## config.mk

```make
export PLATFORM = sky130hd
export DESIGN_NAME = midi_chord_voice_transition_top
export DESIGN_NICKNAME = d
export VERILOG_FILES = /design/src/hdl/mcvt_pkg.sv /design/src/hdl/midi_chord_voice_transition_top.sv /design/src/hdl/mcvt_match.sv /design/src/hdl/mcvt_fmt.sv
export SDC_FILE = /design/constraint.sdc
export NUM_CORES = 1
export LEC_CHECK = 0
export BUFFER_PORTS_ARGS = -buffer_cell sky130_fd_sc_hd__clkbuf_2
export CORE_ASPECT_RATIO = 1.75
export CORE_MARGIN = 10
export CORE_UTILIZATION = 25
export CTS_BUF_LIST = sky130_fd_sc_hd__clkbuf_4
export CTS_CLUSTER_SIZE = 25
export DETAILED_ROUTE_END_ITERATION = 16
export GPL_TIMING_DRIVEN = 1
export PLACE_DENSITY = 0.53
export SYNTH_ARGS = -nofsm -noshare
export SYNTH_HDL_FRONTEND = slang
export SYNTH_HIERARCHICAL = 1
export SYNTH_SLANG_ARGS = --single-unit
```

## constraint.sdc

```tcl
create_clock -name clk -period 5.4 [get_ports clk]
set_input_delay 0.27 -clock clk [delete_from_list [all_inputs] [get_ports clk]]
set_output_delay 0.27 -clock clk [all_outputs]
set_load 0.01 [all_outputs]
```

## src/hdl/mcvt_pkg.sv

```systemverilog
// Shared types, constants and command codes for the chord voice transition block.
// No dependencies; the top level, mcvt_match and mcvt_fmt refer to this package by scoped names.
package mcvt_pkg;

  // Chord slots held by the block (1..4).
  localparam int MAX_CHORD = 4;
  localparam int SLOT_W    = (MAX_CHORD > 1) ? $clog2(MAX_CHORD) : 1;

  // Field widths fixed by the message format.
  localparam int NOTE_W = 7;
  localparam int CNT_W  = 3;
  localparam int CH_W   = 5;
  localparam int KIND_W = 3;
  localparam int TIME_W = 16;

  localparam logic [CH_W-1:0] CHAN_MAX = CH_W'(16);

  // Command kinds.
  localparam logic [KIND_W-1:0] K_RETRIG  = 3'd0;
  localparam logic [KIND_W-1:0] K_LEGATO  = 3'd1;
  localparam logic [KIND_W-1:0] K_SILENCE = 3'd2;
  localparam logic [KIND_W-1:0] K_PANIC   = 3'd3;
  localparam logic [KIND_W-1:0] K_OBSERVE = 3'd4;

  // MIDI status nibbles and controller numbers.
  localparam logic [7:0] ST_NOTE_OFF = 8'h80;
  localparam logic [7:0] ST_NOTE_ON  = 8'h90;
  localparam logic [7:0] ST_CTRL     = 8'hB0;
  localparam logic [3:0] SYS_NIBBLE  = 4'hF;
  localparam logic [NOTE_W-1:0] CC_ALL_NOTES_OFF = 7'd123;
  localparam logic [NOTE_W-1:0] CC_ALL_SOUND_OFF = 7'd120;

  typedef logic [NOTE_W-1:0] note_t;
  typedef note_t [MAX_CHORD-1:0] notes_t;

  // Message type selected by the sequencer.
  typedef enum logic [1:0] {
    MT_OFF,
    MT_ON,
    MT_CTRL
  } msg_type_t;

  // One message request from the sequencer to the formatter.
  typedef struct packed {
    msg_type_t         mtype;
    logic [CH_W-1:0]   chan;   // 1..16
    note_t             data1;
    logic [NOTE_W-1:0] vel;
  } msg_req_t;

endpackage

```

## src/hdl/midi_chord_voice_transition_top.sv

```systemverilog
// Top level of the chord voice transition block: command latch, chord state,
// message sequencer and output register. Depends on mcvt_pkg, mcvt_match, mcvt_fmt.
//
//  channel   | signals                                        | flow
//  ----------+------------------------------------------------+---------------------------
//  command   | start, busy, kind .. event_time                | taken when start & !busy
//  config    | cfg_valid, cfg_ready, cfg_data                 | written when valid & ready
//  messages  | msg_valid, msg_status .. msg_time, last        | one-cycle strobe, no stall
//
// After the accept edge busy stays high through the off steps over the old chord, then
// the note-on steps over the new chord (retrigger, legato) or the controller steps
// (panic), then the flush step; silence runs the off steps and the flush step, status-byte
// and unused commands only the flush step. The shared compare unit serves one candidate
// message per step. Each message waits in a one-entry holding register until the next
// one or the flush step, so the last one carries last; the message side never stalls.
// Synchronous active-high reset clears the chord (count zero) and sets both channels to 1.
module midi_chord_voice_transition_top (
  input  logic                              clk,
  input  logic                              rst,
  // command
  input  logic                              start,
  output logic                              busy,
  input  logic [mcvt_pkg::KIND_W-1:0]       kind,
  input  logic                              chord_valid,
  input  logic [mcvt_pkg::NOTE_W-1:0]       note_a,
  input  logic [mcvt_pkg::NOTE_W-1:0]       note_b,
  input  logic [mcvt_pkg::NOTE_W-1:0]       note_c,
  input  logic [mcvt_pkg::NOTE_W-1:0]       note_d,
  input  logic [mcvt_pkg::CNT_W-1:0]        chord_size,
  input  logic [mcvt_pkg::NOTE_W-1:0]       chord_velocity,
  input  logic [7:0]                        status_byte,
  input  logic [mcvt_pkg::TIME_W-1:0]       event_time,
  // configuration
  input  logic                              cfg_valid,
  output logic                              cfg_ready,
  input  logic [mcvt_pkg::CH_W-1:0]         cfg_data,
  // messages
  output logic                              msg_valid,
  output logic [7:0]                        msg_status,
  output logic [mcvt_pkg::NOTE_W-1:0]       msg_data1,
  output logic [mcvt_pkg::NOTE_W-1:0]       msg_data2,
  output logic [mcvt_pkg::TIME_W-1:0]       msg_time,
  output logic                              last
);

  localparam logic [2:0] S_IDLE  = 3'd0;
  localparam logic [2:0] S_OFFS  = 3'd1;
  localparam logic [2:0] S_ONS   = 3'd2;
  localparam logic [2:0] S_CC    = 3'd3;
  localparam logic [2:0] S_FLUSH = 3'd4;

  localparam logic [mcvt_pkg::CNT_W-1:0] CC_LAST = mcvt_pkg::CNT_W'(3);

  logic [2:0] state, state_next;
  logic [mcvt_pkg::CNT_W-1:0] idx, idx_next;
  logic [mcvt_pkg::SLOT_W-1:0] slot;

  // Chord state
  mcvt_pkg::notes_t              sounding_notes;
  logic [mcvt_pkg::CNT_W-1:0]    sounding_count;
  logic [mcvt_pkg::CH_W-1:0]     sounding_channel;
  logic [mcvt_pkg::CH_W-1:0]     input_channel;
  logic [mcvt_pkg::CH_W-1:0]     chan_cfg;

  // Latched command
  logic [mcvt_pkg::KIND_W-1:0]   kind_r;
  logic [mcvt_pkg::CNT_W-1:0]    cnt_r;
  logic [mcvt_pkg::NOTE_W-1:0]   vel_r;
  logic [mcvt_pkg::TIME_W-1:0]   time_r;
  logic [mcvt_pkg::CH_W-1:0]     tgt_r;
  mcvt_pkg::notes_t              next_r;

  // Accept-side decode
  logic                          accept;
  logic [mcvt_pkg::KIND_W-1:0]   kind_eff;
  logic [mcvt_pkg::CNT_W-1:0]    cnt_sat;
  logic [mcvt_pkg::NOTE_W-1:0]   vel_sat;
  logic [mcvt_pkg::CH_W-1:0]     tgt_ch;
  mcvt_pkg::note_t [3:0]         in_notes;

  // Shared compare unit and message path
  mcvt_pkg::note_t               m_probe;
  mcvt_pkg::notes_t              m_set;
  logic [mcvt_pkg::CNT_W-1:0]    m_count;
  logic                          m_hit;
  logic                          gen;
  mcvt_pkg::msg_req_t            req;
  logic [7:0]                    f_status;
  logic [mcvt_pkg::NOTE_W-1:0]   f_data2;

  logic                          pend_valid;
  logic [7:0]                    pend_status;
  logic [mcvt_pkg::NOTE_W-1:0]   pend_data1;
  logic [mcvt_pkg::NOTE_W-1:0]   pend_data2;

  assign busy      = (state != S_IDLE);
  // register writes never share an edge with a command
  assign cfg_ready = !busy && !start;
  assign accept    = start && !busy;
  assign slot      = idx[mcvt_pkg::SLOT_W-1:0];
  assign in_notes  = {note_d, note_c, note_b, note_a};

  // Command decode at accept
  always_comb begin
    kind_eff = kind;
    if (((kind == mcvt_pkg::K_RETRIG) || (kind == mcvt_pkg::K_LEGATO)) && !chord_valid) begin
      kind_eff = mcvt_pkg::K_SILENCE;
    end
    cnt_sat = (chord_size > mcvt_pkg::CNT_W'(mcvt_pkg::MAX_CHORD)) ?
              mcvt_pkg::CNT_W'(mcvt_pkg::MAX_CHORD) : chord_size;
    vel_sat = (chord_velocity == '0) ? mcvt_pkg::NOTE_W'(1) : chord_velocity;
    if (chan_cfg == '0) begin
      tgt_ch = input_channel;
    end else if (chan_cfg > mcvt_pkg::CHAN_MAX) begin
      tgt_ch = mcvt_pkg::CHAN_MAX;
    end else begin
      tgt_ch = chan_cfg;
    end
  end

  // Compare unit operand select: offs probe the old chord against the new one,
  // ons probe the new chord against the old one.
  always_comb begin
    if (state == S_OFFS) begin
      m_probe = sounding_notes[slot];
      m_set   = next_r;
      m_count = cnt_r;
    end else begin
      m_probe = next_r[slot];
      m_set   = sounding_notes;
      m_count = sounding_count;
    end
  end

  mcvt_match u_match (
    .probe (m_probe),
    .set   (m_set),
    .count (m_count),
    .hit   (m_hit)
  );

  // Sequencer
  always_comb begin
    state_next = state;
    idx_next   = idx;
    gen        = 1'b0;
    req.mtype  = mcvt_pkg::MT_OFF;
    req.chan   = sounding_channel;
    req.data1  = sounding_notes[slot];
    req.vel    = vel_r;
    unique case (state)
      S_IDLE: begin
        if (accept) begin
          idx_next = '0;
          case (kind_eff) inside
            mcvt_pkg::K_RETRIG, mcvt_pkg::K_LEGATO, mcvt_pkg::K_SILENCE,
            mcvt_pkg::K_PANIC: state_next = S_OFFS;
            default:           state_next = S_FLUSH;
          endcase
        end
      end
      S_OFFS: begin
        if (idx < sounding_count) begin
          gen      = (kind_r != mcvt_pkg::K_LEGATO) || !m_hit;
          idx_next = idx + mcvt_pkg::CNT_W'(1);
        end else begin
          idx_next = '0;
          case (kind_r) inside
            mcvt_pkg::K_RETRIG, mcvt_pkg::K_LEGATO: state_next = S_ONS;
            mcvt_pkg::K_PANIC:                      state_next = S_CC;
            default:                                state_next = S_FLUSH;
          endcase
        end
      end
      S_ONS: begin
        req.mtype = mcvt_pkg::MT_ON;
        req.chan  = tgt_r;
        req.data1 = next_r[slot];
        if (idx < cnt_r) begin
          gen      = (kind_r == mcvt_pkg::K_RETRIG) || !m_hit;
          idx_next = idx + mcvt_pkg::CNT_W'(1);
        end else begin
          state_next = S_FLUSH;
        end
      end
      S_CC: begin
        // Steps 0/1 on the sounding channel, 2/3 on the target channel if it differs.
        req.mtype = mcvt_pkg::MT_CTRL;
        req.chan  = idx[1] ? tgt_r : sounding_channel;
        req.data1 = idx[0] ? mcvt_pkg::CC_ALL_SOUND_OFF : mcvt_pkg::CC_ALL_NOTES_OFF;
        gen       = !idx[1] || (tgt_r != sounding_channel);
        idx_next  = idx + mcvt_pkg::CNT_W'(1);
        if (idx == CC_LAST) begin
          state_next = S_FLUSH;
        end
      end
      S_FLUSH: begin
        state_next = S_IDLE;
      end
      default: begin
        state_next = S_IDLE;
      end
    endcase
  end

  mcvt_fmt u_fmt (
    .req    (req),
    .status (f_status),
    .data2  (f_data2)
  );

  // Control registers and chord state
  always_ff @(posedge clk) begin
    if (rst) begin
      state            <= S_IDLE;
      idx              <= '0;
      sounding_count   <= '0;
      sounding_channel <= mcvt_pkg::CH_W'(1);
      input_channel    <= mcvt_pkg::CH_W'(1);
      chan_cfg         <= '0;
    end else begin
      state <= state_next;
      idx   <= idx_next;
      if (cfg_valid && cfg_ready) begin
        chan_cfg <= cfg_data;
      end
      if (accept && (kind_eff == mcvt_pkg::K_OBSERVE) &&
          (status_byte[7:4] != mcvt_pkg::SYS_NIBBLE)) begin
        input_channel <= mcvt_pkg::CH_W'(status_byte[3:0]) + mcvt_pkg::CH_W'(1);
      end
      if (state == S_FLUSH) begin
        case (kind_r) inside
          mcvt_pkg::K_RETRIG, mcvt_pkg::K_LEGATO: begin
            sounding_count   <= cnt_r;
            sounding_channel <= tgt_r;
          end
          mcvt_pkg::K_SILENCE, mcvt_pkg::K_PANIC: sounding_count <= '0;
          default: ;
        endcase
      end
    end
  end

  // Command latch and note store
  always_ff @(posedge clk) begin
    if (accept) begin
      kind_r <= kind_eff;
      cnt_r  <= cnt_sat;
      vel_r  <= vel_sat;
      time_r <= event_time;
      tgt_r  <= tgt_ch;
      for (int i = 0; i < mcvt_pkg::MAX_CHORD; i++) begin
        next_r[i] <= in_notes[i];
      end
    end
    if ((state == S_FLUSH) &&
        ((kind_r == mcvt_pkg::K_RETRIG) || (kind_r == mcvt_pkg::K_LEGATO))) begin
      sounding_notes <= next_r;
    end
  end

  // Holding register and output strobe control
  always_ff @(posedge clk) begin
    if (rst) begin
      pend_valid <= 1'b0;
      msg_valid  <= 1'b0;
      last       <= 1'b0;
    end else begin
      msg_valid <= 1'b0;
      last      <= 1'b0;
      if (state == S_FLUSH) begin
        msg_valid  <= pend_valid;
        last       <= pend_valid;
        pend_valid <= 1'b0;
      end else if (gen) begin
        msg_valid  <= pend_valid;
        pend_valid <= 1'b1;
      end
    end
  end

  // Message payload
  always_ff @(posedge clk) begin
    if ((state == S_FLUSH) || gen) begin
      msg_status <= pend_status;
      msg_data1  <= pend_data1;
      msg_data2  <= pend_data2;
      msg_time   <= time_r;
    end
    if (gen) begin
      pend_status <= f_status;
      pend_data1  <= req.data1;
      pend_data2  <= f_data2;
    end
  end

endmodule

```

## src/hdl/mcvt_match.sv

```systemverilog
// Shared compare unit: is a note present among the first count entries of a chord set.
// Depends on mcvt_pkg.
module mcvt_match (
  input  mcvt_pkg::note_t                probe,
  input  mcvt_pkg::notes_t               set,
  input  logic [mcvt_pkg::CNT_W-1:0]     count,
  output logic                           hit
);

  // Parallel equality over the slots, masked by the fill count.
  always_comb begin
    hit = 1'b0;
    for (int i = 0; i < mcvt_pkg::MAX_CHORD; i++) begin
      if ((mcvt_pkg::CNT_W'(i) < count) && (set[i] == probe)) begin
        hit = 1'b1;
      end
    end
  end

endmodule

```

## src/hdl/mcvt_fmt.sv

```systemverilog
// Message formatter: builds the MIDI status byte and second data byte of one request.
// Depends on mcvt_pkg.
module mcvt_fmt (
  input  mcvt_pkg::msg_req_t             req,
  output logic [7:0]                     status,
  output logic [mcvt_pkg::NOTE_W-1:0]    data2
);

  logic [mcvt_pkg::CH_W-1:0] chan_idx;
  logic [7:0]                base;

  assign chan_idx = req.chan - mcvt_pkg::CH_W'(1);

  // Status nibble by type; velocity only on note-on.
  always_comb begin
    unique case (req.mtype)
      mcvt_pkg::MT_ON: begin
        base  = mcvt_pkg::ST_NOTE_ON;
        data2 = req.vel;
      end
      mcvt_pkg::MT_CTRL: begin
        base  = mcvt_pkg::ST_CTRL;
        data2 = '0;
      end
      default: begin
        base  = mcvt_pkg::ST_NOTE_OFF;
        data2 = '0;
      end
    endcase
  end

  assign status = base | {4'b0, chan_idx[3:0]};

endmodule

```

==> out/metrics.csv, run 1 <==
stage,metric,value,unit
outcome,outcome,"complete, no violations",
synth,syn_nets,581,
floorplanning,die area,0.0376,mm2
placement,Cells after DPL,975,
grt,vias in the first global route,4953,
placement,hpwl dp,12100,um
pwr,P_sw,0.000652,W
synth,Avg Inst Size Synth,15.1,um2
critical_path,end point of the critical path,pend_data2[6],
final_layout,Finished Layout Cells,1080,
flow_run,Max-Cap Viols,0,
final_layout,Final Net Count,769,
critical_path,R2R Path End,pend_data2[6],
floorplanning,floorplan die height,249,um
pwr,Logic pwr share,9.9,%
timing,Slew Limit Fails,0,
detailed_routing,Via density,4.20,
pwr,power density cells,283,mW/mm2
floorplanning,initial core utilization,25.4,%
timing,Final Cycle Share,78.0,%
pwr,overall power,0.00271,W
critical_path,Max Fanout on Critical Path,22,
timing,Fin Setup TNS,0,ps
cts,Worst-path clk slew,150,ps
timing,worst slew pin tran,904,ps
pwr,Pleak,3.44,nW
timing,Rel. slew slack,39.7,%
final_layout,share of cells above drive strength 1,32.3,%
cts,clk_lat worst skew,620,ps
floorplanning,CORE AREA,0.0295,mm2
synth,Synth Cell Area,0.00750,mm2
final_layout,P&R area growth vs syn,27.5,%
floorplanning,FP Rows,83,
cts,post_cts resized,0,
cts,post-CTS setup buffers,0,
floorplanning,Die Wd,151,um
detailed_routing,Via Count,4539,
hold_path,Tightest Hold Check Type,primary input to flip-flop,
synth,Synth Instances,496,
timing,Final Setup Violations,0,
cts,clock buffer depth,2,
critical_path,critical path type,flip-flop to flip-flop,
pwr,Peak VDD IR,146,uV
grt,All-Layer GR Usage,9.46,%
floorplanning,IO Pins,117,
grt,largest net degree at the start of global routing,64,
critical_path,Worst Setup End Kind,flip-flop,
grt,initial antenna violation count,1,
detailed_routing,average wire per standard cell,15.8,um
timing,Layout Skew,34.8,ps
cts,clock sink count,177,
critical_path,CP startpoint kind,flip-flop,
pwr,Seq pwr share,58.8,%
cts,# hold bufs at CTS,72,
grt,first-pass GRT wire length,27000,um
timing,Peak Freq,237,MHz
detailed_routing,Routed Antenna Nets,0,
critical_path,Worst R2R Start,idx[1],
placement,GPL Wtd Cong,0.787,
critical_path,reg2reg path depth,10,
critical_path,CP Cell Sequence,mux4_2 -> mux2_2 -> xnor2_1 -> nand4_1 -> nor4_1 -> a41oi_1 -> nand2_1 -> or4b_2 -> a22oi_2 -> inv_1,
critical_path,CP required,5600,ps
timing,final hold vios,0,
pwr,Cell Int Power,0.00206,W
detailed_routing,Starting DRT DRC Count,149,
cts,clock root buffer,clkbuf_4,
critical_path,CP peak stage delay,800,ps
timing,min Tclk post-route,4210,ps
timing,RSZ-0062 raised after global routing,false,
critical_path,"Arr. time, crit path",4420,ps
cts,CTS tree,yes,
pwr,Clock Power Share,31.3,%
critical_path,crit path from,idx[1],
detailed_routing,final wirelength,17000,um
detailed_routing,DRC,0,
synth,synth warn,6,
placement,Port Buf Inserts,116,
cts,TritonCTS Buffers,17,
detailed_routing,drt pass-1 iters,4,
critical_path,crit path max-delay cell type,dfxtp_1,
grt,grt ovf,0,
timing,WHS,78.6,ps
critical_path,R2R setup slack,1190,ps
cts,number of H-tree levels,4,
pwr,Sw Share,24.0,%
sequential cells by signal (all words and copies together), names as in the netlist, 3 cells and up:
signal	count
msg_data1	7
input_channel	5
vel_r	7
msg_data2	7
chan_cfg	5
state	3
idx	3
next_r	28
sounding_count	3
tgt_r	5
pend_data1	7
time_r	16
msg_status	8
sounding_channel	5
msg_time	16
pend_data2	7
pend_status	8
sounding_notes	28
kind_r	3
cnt_r	3
how the worst min path moves through the flow:
stage,from,end,slack (ps),cells past startpoint
after global placement,time_r[14],msg_time[14],400,0
after detailed placement,pend_status[3],msg_status[3],410,0
after CTS,status_byte[2],input_channel[4],20,4
after floorplan,note_a[0],next_r[0],370,0
after global routing,status_byte[2],input_channel[4],9,4
final,status_byte[2],input_channel[4],80,4
final cells by class:
type | count | area, um2
flip-flops and latches | 177 | 5040
diodes | 1 | 2.50
inverters | 17 | 63.8
well taps | 382 | 478
clock buffers | 17 | 128
fillers | 2954 | 19900
repair buffers | 196 | 1370
multi-input cells | 275 | 2270
clock inverters | 15 | 204
power by group through the flow:
stage                     logic (W)  registers, W  clock network (W)
after detailed placement   0.000232       0.00163                  0
after global routing       0.000297       0.00160           0.000953
after global placement     0.000230       0.00162                  0
after floorplan            0.000139       0.00162                  0
final                      0.000267       0.00159           0.000849
after CTS                  0.000275       0.00160           0.000897
through the flow:
stage                     worst slack [ps]  utilization, %  instance area, um2
final                                 1190            32.4                9560
after global routing                   826            32.4                9560
after CTS                             1060            32.4                9560
after detailed placement              1110            28.8                8510
after global placement                1130            28.8                8510
after floorplan                       1060               -                7500
per-layer routing:
metal,part of all wire [%],vias to the layer above,wire [um],global-route usage [%]
li1,-,2233,-,-
met1,38,2187,6400,9.49
met2,56,99,9470,17.3
met3,5.1,20,863,3.16
met4,1.8,0,312,3.58
met5,0,-,0,0
cells in the final DEF (no fill, tap or decap), types with 3 or more instances in the layout:
cell / n
ha_1: 10
nor2_1: 27
a21oi_1: 24
nand2b_1: 6
dlygate4sd3_1: 72
xnor2_1: 13
and2_1: 7
inv_1: 16
bufinv_16: 4
buf_4: 7
nand4_1: 3
nor4_1: 9
edfxtp_1: 150
nand2_1: 20
inv_6: 4
clkbuf_2: 116
nand3_1: 8
mux2i_1: 6
o21ai_0: 16
mux4_2: 14
dfxtp_1: 27
clkinvlp_4: 3
nor2b_1: 5
clkbuf_4: 17
xor2_1: 24
mux2_2: 40
critical path: cells and delay by family (launching register included):
family                 cells  cell delay (ps)
XOR/XNOR                   1              210
buffers and inverters      1              460
flip-flops                 1              800
multiplexers               2              760
AND/OR/NAND/NOR            4             1180
AO/OA/AOI/OAI              2              380
Power figures use the tool's default switching activity.
==> run 2: changes to the inputs <==
- ABC_AREA: default -> 1
- PLACE_DENSITY: 0.53 -> 0.52
- clock period: 5.4 -> 4.1 ns (I/O delays scaled with it)
==> run 2 against run 1 <==
  * Flip-flop and latch count unchanged
  * Highest routed layer unchanged
  * Combinational power increased to 2.6 times the previous value
  * Critical path type unchanged
  * Utilization decreased by 0.35 points
  * Worst setup slack got worse by 420 ps
  * Largest power group unchanged
  * Sequential power increased by 37%
  * Clock skew decreased by 5.4 ps
  * Area after synthesis increased by 4.3%
  * Routed wire length increased by 16%
==> out/metrics.csv, run 2 <==
stage,metric,value,unit
final_layout,most frequent cells in the layout,"269 x nand2_1, 150 x edfxtp_1, 116 x clkbuf_2",
timing,Fin Setup TNS,0,ps
detailed_routing,average wire per standard cell,14.0,um
detailed_routing,Met1 Wirelength,7050,um
cts,TritonCTS Buffers,17,
final_layout,Final Net Count,1091,
critical_path,most frequent CP cell,nand2_1,
cts,number of H-tree levels,4,
cts,clock buffer depth,2,
cts,clock sink count,177,
timing,Slew Limit Fails,0,
pwr,Peak VDD IR,218,uV
synth,syn_nets,897,
final_layout,share of cells above drive strength 1,17.3,%
pwr,power density cells,382,mW/mm2
cts,CTS tree,yes,
detailed_routing,final wirelength,19700,um
cts,post-CTS setup buffers,0,
placement,Port Buf Inserts,116,
detailed_routing,DRC,0,
final_layout,Top Registers,"next_r (28), sounding_notes (28)",
floorplanning,floorplan die height,254,um
timing,RSZ-0062 raised after global routing,false,
pwr,Pleak,4.26,nW
detailed_routing,Starting DRT DRC Count,241,
floorplanning,Die Wd,154,um
detailed_routing,Max Used Layer,met4,
placement,hpwl dp,14300,um
critical_path,CP Buf/Inv Count,4,
timing,final setup margin,767,ps
synth,synth warn,6,
critical_path,Worst Setup End Kind,flip-flop,
critical_path,crit path max-delay cell type,buf_4,
timing,Final Setup Violations,0,
detailed_routing,Via density,4.16,
critical_path,"Arr. time, crit path",3590,ps
timing,Final Cycle Share,81.3,%
floorplanning,die area,0.0390,mm2
cts,clock root buffer,clkbuf_4,
final_layout,share of the core filled with cells,32.1,%
timing,worst slew pin tran,854,ps
placement,GPL Wtd Cong,0.869,
critical_path,CP peak stage delay,460,ps
detailed_routing,Routed Antenna Nets,0,
cts,clk_lat worst skew,620,ps
pwr,overall power,0.00378,W
synth,Synth Instances,812,
synth,Avg Inst Size Synth,9.63,um2
final_layout,"most common cell after layout, fill and taps aside",nand2_1,
grt,grt ovf,0,
final_layout,P&R area growth vs syn,26.5,%
floorplanning,IO Pins,117,
hold_path,Tightest Hold Check Type,primary input to flip-flop,
timing,Layout Skew,29.3,ps
floorplanning,CORE AREA,0.0308,mm2
grt,vias in the first global route,6038,
critical_path,CP required,4350,ps
grt,largest net degree at the start of global routing,63,
grt,initial antenna violation count,1,
synth,Synth Cell Area,0.00782,mm2
outcome,outcome,"complete, no violations",
flow_run,Max-Cap Viols,0,
grt,All-Layer GR Usage,10.2,%
floorplanning,initial core utilization,25.4,%
timing,final hold vios,0,
timing,Peak Freq,300,MHz
detailed_routing,Via Count,5870,
detailed_routing,met3 WL post-DR,689,um
grt,first-pass GRT wire length,30800,um
critical_path,CP startpoint kind,flip-flop,
floorplanning,FP Rows,85,
critical_path,critical path type,flip-flop to flip-flop,
placement,Setup WS pre-CTS,799,ps
detailed_routing,met2 WL,11600,um
cts,Worst-path clk slew,160,ps
critical_path,family with the most delay on the worst path,simple AND/OR/NAND/NOR gates,
critical_path,Max Fanout on Critical Path,39,
timing,Rel. slew slack,43.0,%
timing,min Tclk post-route,3330,ps
critical_path,CP Cell Sequence,buf_4 -> inv_1 -> buf_4 -> nand2_1 -> nand3_1 -> nand2_1 -> o21ai_1 -> nand2_1 -> nand2_1 -> nor2_1 -> nand2_1 -> nor2_1 -> nor2_1 -> nand2_1 -> nand3_1 -> nand4_1 -> nand4_1 -> buf_4,
detailed_routing,drt pass-1 iters,7,
-- run 2: cell types whose count changed in the layout (fill, tap and decap cells not counted), moves of 22 or more --
cell / previous run / this run
nor2_1: 27 / 65
o21ai_0: 16 / 48
inv_1: 16 / 95
mux2_2: 40 / 0
xor2_1: 24 / 2
nand2_1: 20 / 269
-- run 2: repair_timing --
item	CTS	global route
gates resized for setup	0	0
endpoints found under the hold margin	74	0
hold buffers	79	0
-- run 2: worst paths after layout --
| path | from | endpoint | slack (ps) | cells after the start |
|---|---|---|---|---|
| max | idx[0] | msg_data2[2] | 770 | 18 |
| min | status_byte[4] | input_channel[3] | 130 | 5 |
| max reg2reg | idx[0] | msg_data2[2] | 770 | 18 |
| min reg2reg | pend_data1[0] | msg_data1[0] | 420 | 0 |
-- run 2: final cells by class --
class | count | area (um2)
Sequential cell | 177 | 5040
Timing Repair Buffer | 205 | 1450
Antenna cell | 1 | 2.50
Multi-Input combinational cell | 500 | 2260
Clock buffer | 17 | 128
Inverter | 105 | 394
Fill cell | 3195 | 20900
Tap cell | 391 | 489
Clock inverter | 15 | 129
-- run 2: worst register-to-register path, cell delays in order, from the launching register on --
cell and delay [ps]:
dfxtp_1 340, buf_4 180, inv_1 60, buf_4 290, nand2_1 100, nand3_1 90
nand2_1 110, o21ai_1 370, nand2_1 110, nand2_1 80, nor2_1 40, nand2_1 60
nor2_1 50, nor2_1 90, nand2_1 120, nand3_1 110, nand4_1 140, nand4_1 150
buf_4 460
-- run 2: where the power goes --
part           switching [W]  internal, W
clock               0.000657     0.000255
sequential         0.0000634      0.00212
combinational       0.000436     0.000249
total                0.00116      0.00262
-- run 2: through the flow --
stage	std cells	instance area (um2)	hold WS, ps
after detailed placement	1299	8840	384
after global placement	1299	8840	383
after CTS	1410	9890	47.3
after floorplan	812	7820	304
after global routing	1411	9890	93.2
final	1411	9890	129
-- run 2: layer usage --
layer  vias to the layer above  GRT usage [%]
met5                         -              0
li1                       3038              -
met3                        21           2.78
met4                         0           4.20
met2                       101           20.4
met1                      2710           9.10
==> run 3: changes to the inputs <==
- ABC_AREA: 1 -> 0
- PLACE_DENSITY: 0.52 -> 0.54
- clock period: 4.1 -> 2.8 ns (I/O delays scaled with it)
==> run 3 against run 2 <==
  * The flow now finishes with violations (setup timing)
  * Critical path depth shrank 5
  * Clock skew fell by 0.66 ps
  * Utilization grew 2.2 points
  * Global-route usage decreased by 0.12 points
  * First-iteration DRC count is 29% lower
  * Largest power group unchanged
==> out/metrics.csv, run 3 (same netlist as run 1, synthesis figures left out) <==
stage,metric,value,unit
detailed_routing,final wirelength,18200,um
timing,Final Cycle Share,123,%
placement,Port Buf Inserts,116,
timing,Rel. slew slack,53.8,%
final_layout,Top Registers,"next_r (28), sounding_notes (28)",
cts,clock root buffer,clkbuf_4,
pwr,overall power,0.00527,W
critical_path,Worst R2R Start,idx[0],
critical_path,Worst Setup End Kind,flip-flop,
critical_path,CP required,3160,ps
final_layout,share of cells above drive strength 1,36.7,%
floorplanning,initial core utilization,25.4,%
detailed_routing,average wire per standard cell,16.2,um
hold_path,Hold Path Depth,5,
final_layout,P&R area growth vs syn,34.7,%
detailed_routing,Starting DRT DRC Count,172,
outcome,failing checks,setup timing,
flow_run,Max-Cap Viols,0,
floorplanning,FP Rows,83,
grt,largest net degree at the start of global routing,39,
pwr,Peak VDD IR,324,uV
cts,Worst-path clk slew,170,ps
pwr,power density cells,521,mW/mm2
timing,final hold vios,0,
final_layout,"most common cell after layout, fill and taps aside",edfxtp_1,
critical_path,"Arr. time, crit path",3790,ps
grt,grt ovf,0,
floorplanning,floorplan die height,249,um
detailed_routing,DRC,0,
timing,worst slew pin tran,687,ps
cts,clock buffer depth,2,
detailed_routing,Via Count,4799,
detailed_routing,Routed Antenna Nets,0,
detailed_routing,Via density,4.26,
cts,number of H-tree levels,4,
placement,hpwl dp,13100,um
timing,min Tclk post-route,3430,ps
cts,TritonCTS Buffers,17,
detailed_routing,drt pass-1 iters,4,
floorplanning,Die Wd,151,um
critical_path,R2R setup slack,-630,ps
grt,first-pass GRT wire length,28600,um
timing,Final Setup Violations,62,
grt,initial antenna violation count,2,
timing,Slew Limit Fails,0,
timing,Fin Setup TNS,-38270,ps
cts,clk_lat worst skew,620,ps
final_layout,Final Net Count,815,
critical_path,critical path type,flip-flop to flip-flop,
floorplanning,IO Pins,117,
critical_path,R2R Path End,msg_time[9],
floorplanning,die area,0.0376,mm2
timing,RSZ-0062 raised after global routing,true,
critical_path,CP startpoint kind,flip-flop,
hold_path,hold path startpoint,status_byte[4],
grt,All-Layer GR Usage,10.0,%
hold_path,Hold Crit Endpoint,input_channel[2],
cts,CTS tree,yes,
final_layout,most frequent cells in the layout,"150 x edfxtp_1, 116 x clkbuf_2, 80 x dlygate4sd3_1",
timing,Layout Skew,28.7,ps
cts,clock sink count,177,
critical_path,Max Fanout on Critical Path,38,
placement,GPL Wtd Cong,0.813,
grt,vias in the first global route,5235,
timing,final setup margin,-635,ps
critical_path,reg2reg path depth,13,
timing,Peak Freq,291,MHz
pwr,Pleak,3.71,nW
floorplanning,CORE AREA,0.0295,mm2
outcome,outcome,"complete, but fails checks",
hold_path,Tightest Hold Check Type,primary input to flip-flop,
## run 3: cell types whose count changed in the layout (fill, tap and decap cells not counted), sizes merged, moves of 7 or more
cell | previous run | this run
xor2 | 2 | 24
nor2 | 71 | 28
and2 | 0 | 7
a21oi | 32 | 25
buf | 10 | 46
mux2 | 0 | 40
inv | 109 | 22
nand2 | 271 | 22
nand3 | 23 | 8
xnor2 | 1 | 13
o21ai | 59 | 17
nor4 | 2 | 9
mux4 | 0 | 14
## run 3: cell type report
type,instances,area [um2]
Sequential cell,177,5050
Antenna cell,2,5.00
Timing Repair Buffer,242,1840
Multi-Input combinational cell,275,2350
Fill cell,2938,19400
Clock buffer,18,135
Clock inverter,14,178
Inverter,17,67.6
Tap cell,382,478
## run 3: layer usage
layer / GRT usage (%) / vias to the layer above / share of wire, %
met5: 0 / - / 0
met4: 5.20 / 0 / 2.9
met3: 2.56 / 25 / 4.1
met2: 18.4 / 104 / 56
met1: 10.0 / 2349 / 37
li1: - / 2321 / -
## run 3: where the power goes
group	total (W)	internal (W)	leakage (nW)	switching [W]
logic	0.000608	0.000312	1.94	0.000296
registers	0.00307	0.00300	1.62	0.0000670
clock network	0.00159	0.000645	0.162	0.000945
## run 3: worst max path at each step
| stage | start | to | slack, ps | cells past startpoint |
|---|---|---|---|---|
| 3_5_place_dp | idx[0] | pend_data1[5] | -710 | 12 |
| 3_3_place_gp | idx[0] | pend_status[6] | -670 | 12 |
| 6_report | idx[0] | msg_time[9] | -630 | 13 |
| 5_1_grt | idx[0] | pend_status[2] | -780 | 13 |
| 2_1_floorplan | idx[0] | pend_data1[0] | -820 | 11 |
| 4_1_cts | idx[0] | msg_data2[2] | -650 | 12 |
## run 3: worst max-delay path, cell delays in order, from the launching register on
cell and delay (ps):
dfxtp_4 410, buf_6 100, mux4_2 500, mux2_4 330, xnor2_2 170, o21ai_1 100
nor4_2 290, a41oi_1 70, nand2_1 130, or4b_4 470, a22oi_2 200, buf_6 140
nand2_4 50, buf_12 180
## run 3: stage by stage
step / hold WS, ps / util [%] / cell area [um2] / std cells / setup WS (ps)
after floorplan: 239 / - / 7560 / 496 / -821
after global placement: 317 / 30.1 / 8880 / 1009 / -668
after detailed placement: 319 / 30.1 / 8880 / 1009 / -711
after CTS: 26.9 / 34.0 / 10000 / 1123 / -647
after global routing: 83.3 / 34.3 / 10100 / 1127 / -782
final: 101 / 34.3 / 10100 / 1127 / -635
## run 3: timing repair
action / in CTS / in global routing
setup buffers: 2 / 2
hold buffers: 80 / 0
hold endpoints to repair: 68 / 0
endpoints found under the setup margin: 62 / 62
pin swaps: 2 / 2
resized for setup: 6 / 9
